==> config.mk <==
export PLATFORM = sky130hd
export DESIGN_NAME = calendar_to_epoch_seconds
export DESIGN_NICKNAME = d
export VERILOG_FILES = /design/src/design/ctes_pkg.sv /design/src/design/calendar_to_epoch_seconds.sv
export SDC_FILE = /design/constraint.sdc
export NUM_CORES = 1
export LEC_CHECK = 0
export ABC_AREA = 1
export ABC_CLOCK_PERIOD_IN_PS = 6000
export BUFFER_PORTS_ARGS = -buffer_cell sky130_fd_sc_hd__buf_2
export CAP_MARGIN = 5
export CORE_ASPECT_RATIO = 0.7
export CORE_UTILIZATION = 60
export DETAILED_ROUTE_END_ITERATION = 10
export PLACE_DENSITY = 0.9
export SYNTH_ARGS = -nofsm -noshare
export SYNTH_HDL_FRONTEND = slang
export SYNTH_SLANG_ARGS = --single-unit
==> constraint.sdc <==
create_clock -name clk -period 6 [get_ports clk]
set_input_delay 0.6 -clock clk [delete_from_list [all_inputs] [get_ports clk]]
set_output_delay 0.6 -clock clk [all_outputs]
set_load 0.01 [all_outputs]
==> src/design/ctes_pkg.sv <==
// shared constants and calendar tables for the calendar to epoch seconds converter
package ctes_pkg;

	localparam int unsigned DaysW  = 16;
	localparam int unsigned TodW   = 17;
	localparam int unsigned ZoneW  = 17;
	localparam int unsigned EpochW = 32;

	localparam logic [TodW-1:0]  SecsPerDay   = 17'd86400;
	localparam logic [ZoneW-1:0] ZoneReset    = 17'd28800;
	// years from 1970 to 2000
	localparam logic [7:0]       YearsToBase  = 8'd30;
	// leap years 1972 through 1996
	localparam logic [DaysW-1:0] LeapsToBase  = 16'd7;
	// the only century in range that is not a leap year (2100)
	localparam logic [6:0]       NonLeapCent  = 7'd100;

	localparam logic [3:0] MonthJan = 4'd1;
	localparam logic [3:0] MonthFeb = 4'd2;
	localparam logic [3:0] MonthDec = 4'd12;

	// days in the year before the first of the given month
	function automatic logic [8:0] days_before_month(input logic [3:0] m);
		logic [8:0] d;
		case (m)
			4'd1:    d = 9'd0;
			4'd2:    d = 9'd31;
			4'd3:    d = 9'd59;
			4'd4:    d = 9'd90;
			4'd5:    d = 9'd120;
			4'd6:    d = 9'd151;
			4'd7:    d = 9'd181;
			4'd8:    d = 9'd212;
			4'd9:    d = 9'd243;
			4'd10:   d = 9'd273;
			4'd11:   d = 9'd304;
			4'd12:   d = 9'd334;
			default: d = 9'd0;
		endcase
		return d;
	endfunction

endpackage

==> src/design/calendar_to_epoch_seconds.sv <==
// calendar reading to epoch seconds converter, three stage pipeline
// Converts a calendar reading (year 2000 plus year_in_century, month, day, hour, minute,
// second) into seconds since 1970-01-01 00:00:00 minus the signed zone offset, modulo 2^32.
// The block takes one request per cycle while the output is not stalled; every accepted
// request then passes through the three register stages, in order the day count
// and time of day, the 16 by 17 bit day-to-seconds multiply, and the final add and offset
// subtract. A month outside 1 to 12 or a day of 0 gives range_error with epoch_seconds 0.
// The zone offset register resets to 28800 (eight hours) and is written with cfg_wr_en;
// write it only while no request is in flight.
module calendar_to_epoch_seconds (
	input  logic        clk,
	input  logic        arst_n,
	input  logic        cfg_wr_en,
	input  logic [16:0] cfg_wr_data,
	input  logic        item_valid,
	output logic        item_ready,
	input  logic [6:0]  year_in_century,
	input  logic [3:0]  month,
	input  logic [4:0]  day,
	input  logic [4:0]  hour,
	input  logic [5:0]  minute,
	input  logic [5:0]  second,
	output logic        result_valid,
	input  logic        result_ready,
	output logic [31:0] epoch_seconds,
	output logic        range_error
);

	logic [ctes_pkg::ZoneW-1:0] zone_q;

	logic v_s1, v_s2, v_s3;
	logic adv_s1, adv_s2, adv_s3;
	logic ld_s1, ld_s2, ld_s3;

	logic [ctes_pkg::DaysW-1:0]  days_s1;
	logic [ctes_pkg::TodW-1:0]   tod_s1, tod_s2;
	logic                        err_s1, err_s2, err_s3;
	logic [ctes_pkg::EpochW-1:0] prod_s2;
	logic [ctes_pkg::EpochW-1:0] epoch_s3;

	logic [7:0]                  years_from_epoch;
	logic [7:0]                  yic_round;
	logic [5:0]                  leaps_since_base;
	logic                        past_cent;
	logic                        is_leap;
	logic                        feb_done;
	logic                        bad_date;
	logic [ctes_pkg::DaysW-1:0]  days_nxt;
	logic [ctes_pkg::TodW-1:0]   tod_nxt;
	logic [ctes_pkg::DaysW+ctes_pkg::TodW-1:0] prod_full;
	logic [ctes_pkg::EpochW-1:0] zone_ext;
	logic [ctes_pkg::EpochW-1:0] epoch_nxt;

	// zone offset register
	always_ff @(posedge clk or negedge arst_n) begin
		if (!arst_n) begin
			zone_q <= ctes_pkg::ZoneReset;
		end else if (cfg_wr_en) begin
			zone_q <= cfg_wr_data;
		end
	end

	// pipeline flow control: a stage loads when empty or when its content moves on
	assign adv_s3 = result_ready;
	assign ld_s3  = !v_s3 || adv_s3;
	assign adv_s2 = ld_s3;
	assign ld_s2  = !v_s2 || adv_s2;
	assign adv_s1 = ld_s2;
	assign ld_s1  = !v_s1 || adv_s1;

	assign item_ready = ld_s1;

	// stage 1: range check, day count and time of day
	always_comb begin
		years_from_epoch = ctes_pkg::YearsToBase + {1'b0, year_in_century};
		yic_round        = {1'b0, year_in_century} + 8'd3;
		past_cent        = year_in_century > ctes_pkg::NonLeapCent;
		leaps_since_base = yic_round[7:2] - {5'd0, past_cent};
		is_leap          = (year_in_century[1:0] == 2'b00) &&
			(year_in_century != ctes_pkg::NonLeapCent);
		feb_done         = month > ctes_pkg::MonthFeb;
		bad_date         = (month < ctes_pkg::MonthJan) || (month > ctes_pkg::MonthDec) ||
			(day == 5'd0);
		days_nxt = ({8'd0, years_from_epoch} * 16'd365) + ctes_pkg::LeapsToBase
			+ {10'd0, leaps_since_base}
			+ {7'd0, ctes_pkg::days_before_month(month)}
			+ {15'd0, feb_done && is_leap}
			+ {11'd0, day} - 16'd1;
		tod_nxt = ({12'd0, hour} * 17'd3600) + ({11'd0, minute} * 17'd60)
			+ {11'd0, second};
	end

	always_ff @(posedge clk or negedge arst_n) begin
		if (!arst_n) begin
			v_s1 <= 1'b0;
		end else if (ld_s1) begin
			v_s1 <= item_valid;
		end
	end

	always_ff @(posedge clk) begin
		if (ld_s1 && item_valid) begin
			days_s1 <= days_nxt;
			tod_s1  <= tod_nxt;
			err_s1  <= bad_date;
		end
	end

	// stage 2: days to seconds
	assign prod_full = {{ctes_pkg::TodW{1'b0}}, days_s1} *
		{{ctes_pkg::DaysW{1'b0}}, ctes_pkg::SecsPerDay};

	always_ff @(posedge clk or negedge arst_n) begin
		if (!arst_n) begin
			v_s2 <= 1'b0;
		end else if (ld_s2) begin
			v_s2 <= v_s1;
		end
	end

	always_ff @(posedge clk) begin
		if (ld_s2 && v_s1) begin
			prod_s2 <= prod_full[ctes_pkg::EpochW-1:0];
			tod_s2  <= tod_s1;
			err_s2  <= err_s1;
		end
	end

	// stage 3: add time of day, subtract zone offset, zero on a bad date
	assign zone_ext  = {{(ctes_pkg::EpochW-ctes_pkg::ZoneW){zone_q[ctes_pkg::ZoneW-1]}}, zone_q};
	assign epoch_nxt = err_s2 ? '0 :
		(prod_s2 + {{(ctes_pkg::EpochW-ctes_pkg::TodW){1'b0}}, tod_s2} - zone_ext);

	always_ff @(posedge clk or negedge arst_n) begin
		if (!arst_n) begin
			v_s3 <= 1'b0;
		end else if (ld_s3) begin
			v_s3 <= v_s2;
		end
	end

	always_ff @(posedge clk) begin
		if (ld_s3 && v_s2) begin
			epoch_s3 <= epoch_nxt;
			err_s3   <= err_s2;
		end
	end

	assign result_valid  = v_s3;
	assign epoch_seconds = epoch_s3;
	assign range_error   = err_s3;

`ifndef ASSERT_OFF
	// a flagged result always carries zero seconds
	a_err_zero: assert property (@(posedge clk) disable iff (!arst_n)
		v_s3 && err_s3 |-> epoch_s3 == '0)
		else $error("range error result with nonzero seconds");

	// input is held off only when every stage is occupied
	a_full_stall: assert property (@(posedge clk) disable iff (!arst_n)
		!item_ready |-> v_s1 && v_s2 && v_s3)
		else $error("input stalled with a free pipeline stage");

	// a stalled product stage keeps its data
	a_s2_hold: assert property (@(posedge clk) disable iff (!arst_n)
		v_s2 && !adv_s2 |=> v_s2 && $stable(prod_s2) && $stable(tod_s2))
		else $error("stage 2 changed while stalled");

	// range flag moves with its item from stage 1 to stage 2
	a_err_carry: assert property (@(posedge clk) disable iff (!arst_n)
		v_s1 && adv_s1 |=> v_s2 && (err_s2 == $past(err_s1)))
		else $error("range flag lost between stages");
`endif

endmodule

# After elaboration in Yosys (flattened, before gate mapping)
# Memory sizes are Yosys's and may differ from the RTL's.
# Cells that the tools add are included.
# classes
div_mod_pow	0
reduce_logical	15
eq_ne	1
order_cmp	4
mux	0
addsub	13
mul	4
bitwise	0
shifts	0
# ops
op	n
$add 32x17->32	1
$sub 32x32->32	1
$mul 16x10->25 const B	1
$add 17x12->17	1
$add 17x6->17	1
$add 16x1->16	1
$add 16x3->16 const B	1
$add 16x5->16	1
$add 16x6->16	1
$add 16x9->16	1
$mul 8x9->16 const B	1
$sub 16x1->16 const B	1
$mul 5x8->13 const B	1
$mul 6x4->10 const B	1
$add 5x7->8 const A	1
$add 7x2->8 const B	1
$gt 7x7->1 const B	1
$ne 7x7->1 const B	1
$sub 6x1->6	1
$logic_and 1x1->1	5
$logic_not 5->1	1
$logic_or 1x1->1	5
$gt 4x2->1 const B	1
$gt 4x4->1 const B	1
other kinds (3)	5
# word_totals
ff_bits	130
ramBits	0
romBits	144
memories	1
out_inout_bits	35
latchBits	0
# memory_table
name	words	word_bits	rd	rd_ports_with_merged_regs	wr	line_no	text
(name not given)	16	9	1	0	0	ctes_pkg.sv:25	case (m)

# Longest topological paths before layout
# depth
word_depth	8
mapped_depth	29

# Worst setup path before layout
# No wires, ideal clock.
# synth_path
kind	input -> register
startpoint	input year_in_century[1]
endpoint	register days_s1[15] in the netlist's numbering, data pin
n_path_buf	0
setup_ps	252
required_time_ps	5748
arrival_ps	5221
path_stages	25
path_slack_ps	527
path_cell_list	inv_1 > ha_1 > nand3b_1 > xor2_1 > nand3_1 > nor2_1 > nand2_1 > nand2_1 > nand2_1 > ha_1 > fa_1 > inv_1 > fa_1 > inv_1 > fa_1 > inv_1 > fa_1 > inv_1 > ha_1 > a21oi_1 > a21boi_0 > nand3b_1 > nand2_1 > nand2_1 > nand2_1
# synth_via
elab_chain_cells	8
word_cells_on_any_way	15
cone_classes	add/sub (9); mul (1); order compare (1); eq/ne (1); reduce/logical (3)
# synth_lines
item	line_no	text
start: declaration	calendar_to_epoch_seconds.sv:17	input logic [6:0] year_in_century,
$add 5x7->8	calendar_to_epoch_seconds.sv:75	years_from_epoch = ctes_pkg::YearsToBase + {1'b0, year_in_century};
$mul 8x9->16	calendar_to_epoch_seconds.sv:84	days_nxt = ({8'd0, years_from_epoch} * 16'd365) + ctes_pkg::LeapsToBase
$add 16x3->16	calendar_to_epoch_seconds.sv:84	
$add 16x6->16	calendar_to_epoch_seconds.sv:85	+ {10'd0, leaps_since_base}
$add 16x9->16	calendar_to_epoch_seconds.sv:86	+ {7'd0, ctes_pkg::days_before_month(month)}
$add 16x1->16 *	calendar_to_epoch_seconds.sv:87	+ {15'd0, feb_done && is_leap}
$add 16x5->16 *	calendar_to_epoch_seconds.sv:88	+ {11'd0, day} - 16'd1;
$sub 16x1->16 *	calendar_to_epoch_seconds.sv:88	
net days_nxt, one bit	calendar_to_epoch_seconds.sv:48	logic [ctes_pkg::DaysW-1:0] days_nxt;
end signal: assignment	calendar_to_epoch_seconds.sv:103	days_s1 <= days_nxt;
end: declaration	calendar_to_epoch_seconds.sv:35	logic [ctes_pkg::DaysW-1:0] days_s1;
# Mark *: on every way through the listed nets, which the timed path passes. The rest lies on a longest branch.
# A chain may end at the register's enable or synchronous reset.

# Worst setup path in the final report
# layout_path
startpoint	input year_in_century[0]
endpoint	register days_s1[15] in the netlist's numbering, data pin
# The elaborated chain is that of the path after synthesis.

==> impl_metrics.ini <==
[sta]
fmax_mhz = 178
setup_viol = 0
worst_hold_slack_ns = 0.0983
fin_crit_sh_pct = 93.5
fin_crit_ns = 5.61
tightestPinTransition_ns = 1.05
postLayoutSetupSlackWorst_ns = 0.392
rsz0062_at_grt = false
slew_headroom_pct = 29.8
finClkSkew_ns = 0.0163
maxSlewViolCount = 0
final_hold_viol_count = 0
fin_setup_tns_ns = 0

[synth]
synth_nets = 2166
synth_top_family_by_area = adder cells
synth_mux_area_share_pct = 0.769
yosys.area.top_type = edfxtp_1
synth-edff-count = 110
yosysWarningCount = 0
synth_ff_type = edfxtp_1
ys_seq_area_share_pct = 26.0
synth_xor_area_share_pct = 3.87
synth_cells = 1761
ys_types = 43
avgSynthCellArea_um2 = 8.31
ys_async_sr_fraction_pct = 15.4
synth.cell_area_mm2 = 0.0146
yosys.area.top_type_share_pct = 22.6
yosys.area_share.simple_pct = 17.4
synth-compound-area-share_pct = 6.23
synthAdderAreaFrac_pct = 34.8
synth_seq_cells = 130
synth.area.top_cells = edfxtp_1 (23%), ha_1 (22%), fa_1 (13%), inv_1 (11%), nand2_1 (9.8%)

[place]
port_buffers = 89
dpl.hpwl_um = 26600
post-place-ws_ns = -0.0295
globalplace.congestion = 0.967
placed_area_mm2 = 0.0155

[layout]
postLayoutCellArea_mm2 = 0.0161
n_antenna_cell = 0
layout_commonest_cell = inv_1
area_delta_synth_final_pct = 9.90
drive_gt1_share_pct = 8.25
nets = 2271
fill_cells = 1884
mostFrequentLayoutCells = inv_1 (414), nand2_1 (381), ha_1 (255)

[critical_path]
r2r-start = days_s1[1]
ff2ff_setup_slack_ns = 1.47
cp.required_ns = 6.20
cp-start-kind = input port
cp_max_fo = 7
ff2ff_path_depth = 18
worst-endpoint-arrival_ns = 5.81
end_kind = register
critPathLaunch = year_in_century[0]
crit_type = in -> reg
r2r_end = prod_s2[31]

[global_routing]
grt_max_degree = 44
overflow = 0
grt_pass1_wl_um = 55000
antenna_found_initial = 0
grt_usage_pct = 27.4
grt_pass1_vias = 11600

[hold_path]
min_path_type = in -> async

[outcome]
status = finished, final reports clean

[detailed_routing]
first_pass_iters = 7
ant_nets = 0
postRouteWirelength_um = 32700
vias = 11700
wl_per_cell_um = 14.9
viasPerCell = 5.34
route.detailed.drc = 0
drt-initial-drc-count = 1004

[floorplanning]
io_pins = 90
row_count = 47
start_util_pct = 61.5
die_area_mm2 = 0.0250
die_h_um = 133
dieWidth_um = 189
core_area_mm2 = 0.0238

[flow_run]
max_cap_viol_count = 0

[clocking]
postCtsSetupBuffers = 0
cts_resized = 0
cts_sinks = 130
cts_hold_buf = 0
cts_tree = done
cts_buffers = 17
path_clk_slew_ns = 0.07
clk_latency_ns = 0.44
clockBufferDepth = 2
h-tree-depth = 4
root_buffer = clkbuf_16
-- cell type report --
class                           count  area [um^2]  area share [%]
Tap cell                          318          398            2.47
Clock inverter                     15          165            1.03
Multi-Input combinational cell   1207         9250            57.5
Sequential cell                   130         3810            23.7
Inverter                          416         1560            9.71
Clock buffer                       17          425            2.64
Timing Repair Buffer               94          483            3.00
-- registers in the layout (all words and copies together) (netlist names) --
register	cells
days_s1	16
range_error	1
v_s1	1
zone_q	17
epoch_seconds	32
v_s2	1
err_s2	1
tod_s2	17
tod_s1	17
err_s1	1
prod_s2	25
result_valid	1
-- worst max-delay path by stage --
stage                  endpoint  slack [ns]
CTS                 days_s1[15]        0.42
global placement    days_s1[15]        0.20
detailed placement  days_s1[15]       -0.03
floorplan           days_s1[15]        0.53
global route        days_s1[11]        0.04
finish              days_s1[15]        0.39
-- Yosys cell counts, types with 2 or more instances --
library cell	count
a211oi_1	2
a21boi_0	4
a21o_1	8
a21oi_1	95
and2_1	6
buf_2	3
clkbuf_1	5
dfrtp_1	16
dfstp_2	4
edfxtp_1	110
fa_1	95
ha_1	255
inv_1	414
mux2_2	10
nand2_1	381
nand2_2	2
nand3_1	71
nand3_2	2
nand3b_1	9
nand4_1	15
nor2_1	114
nor3_1	12
o21a_1	2
o21ai_0	38
o21bai_1	9
or2_2	2
xnor2_1	22
xor2_1	39
xor2_2	2
-- metrics by stage --
| stage | instances | util, % |
|---|---|---|
| final | 2197 | 67.6 |
| after detailed placement | 2165 | 65.1 |
| after floorplan | 1761 | - |
| after global placement | 2165 | 65.1 |
| after CTS | 2197 | 67.6 |
| after global routing | 2197 | 67.6 |
-- worst max-delay path: stages --
cell,delay (ns)
buf_2,0.18
inv_1,0.14
ha_1,0.25
nand3b_1,0.18
xor2_1,0.19
nand3_1,0.15
nor2_1,0.18
nand2_1,0.07
nand2_1,0.07
nand2_1,0.06
ha_1,0.19
fa_1,0.48
inv_1,0.05
fa_1,0.47
inv_1,0.05
fa_1,0.53
inv_1,0.06
fa_1,0.54
inv_1,0.05
ha_1,0.35
a21oi_1,0.18
a21boi_0,0.39
nand3b_1,0.19
nand2_1,0.06
nand2_1,0.07
nand2_1,0.06
-- layer usage --
layer  track usage [%]  wire length [um]  up-vias
met5                 0                 0        -
met3              3.61              2100       69
met1              38.0             15000     5426
met4              7.48               567        0
met2              45.3             15100      452
li1                  -                 -     5784
-- kinds of logic (layout without fill, tap and decap cells) --
family / count (synthesis) / count (layout)
AOI/OAI and AO/OA: 165 / 165
xor gates and xnor gates: 63 / 63
adders and majority gates: 350 / 350
buffers and inverters: 424 / 542
DFF: 130 / 130
muxes: 10 / 10
and+or+nand+nor: 619 / 619
Power is left out: the tool's default activity adds up to more than one toggle a clock period on the data nets, which glitch-free logic cannot reach.
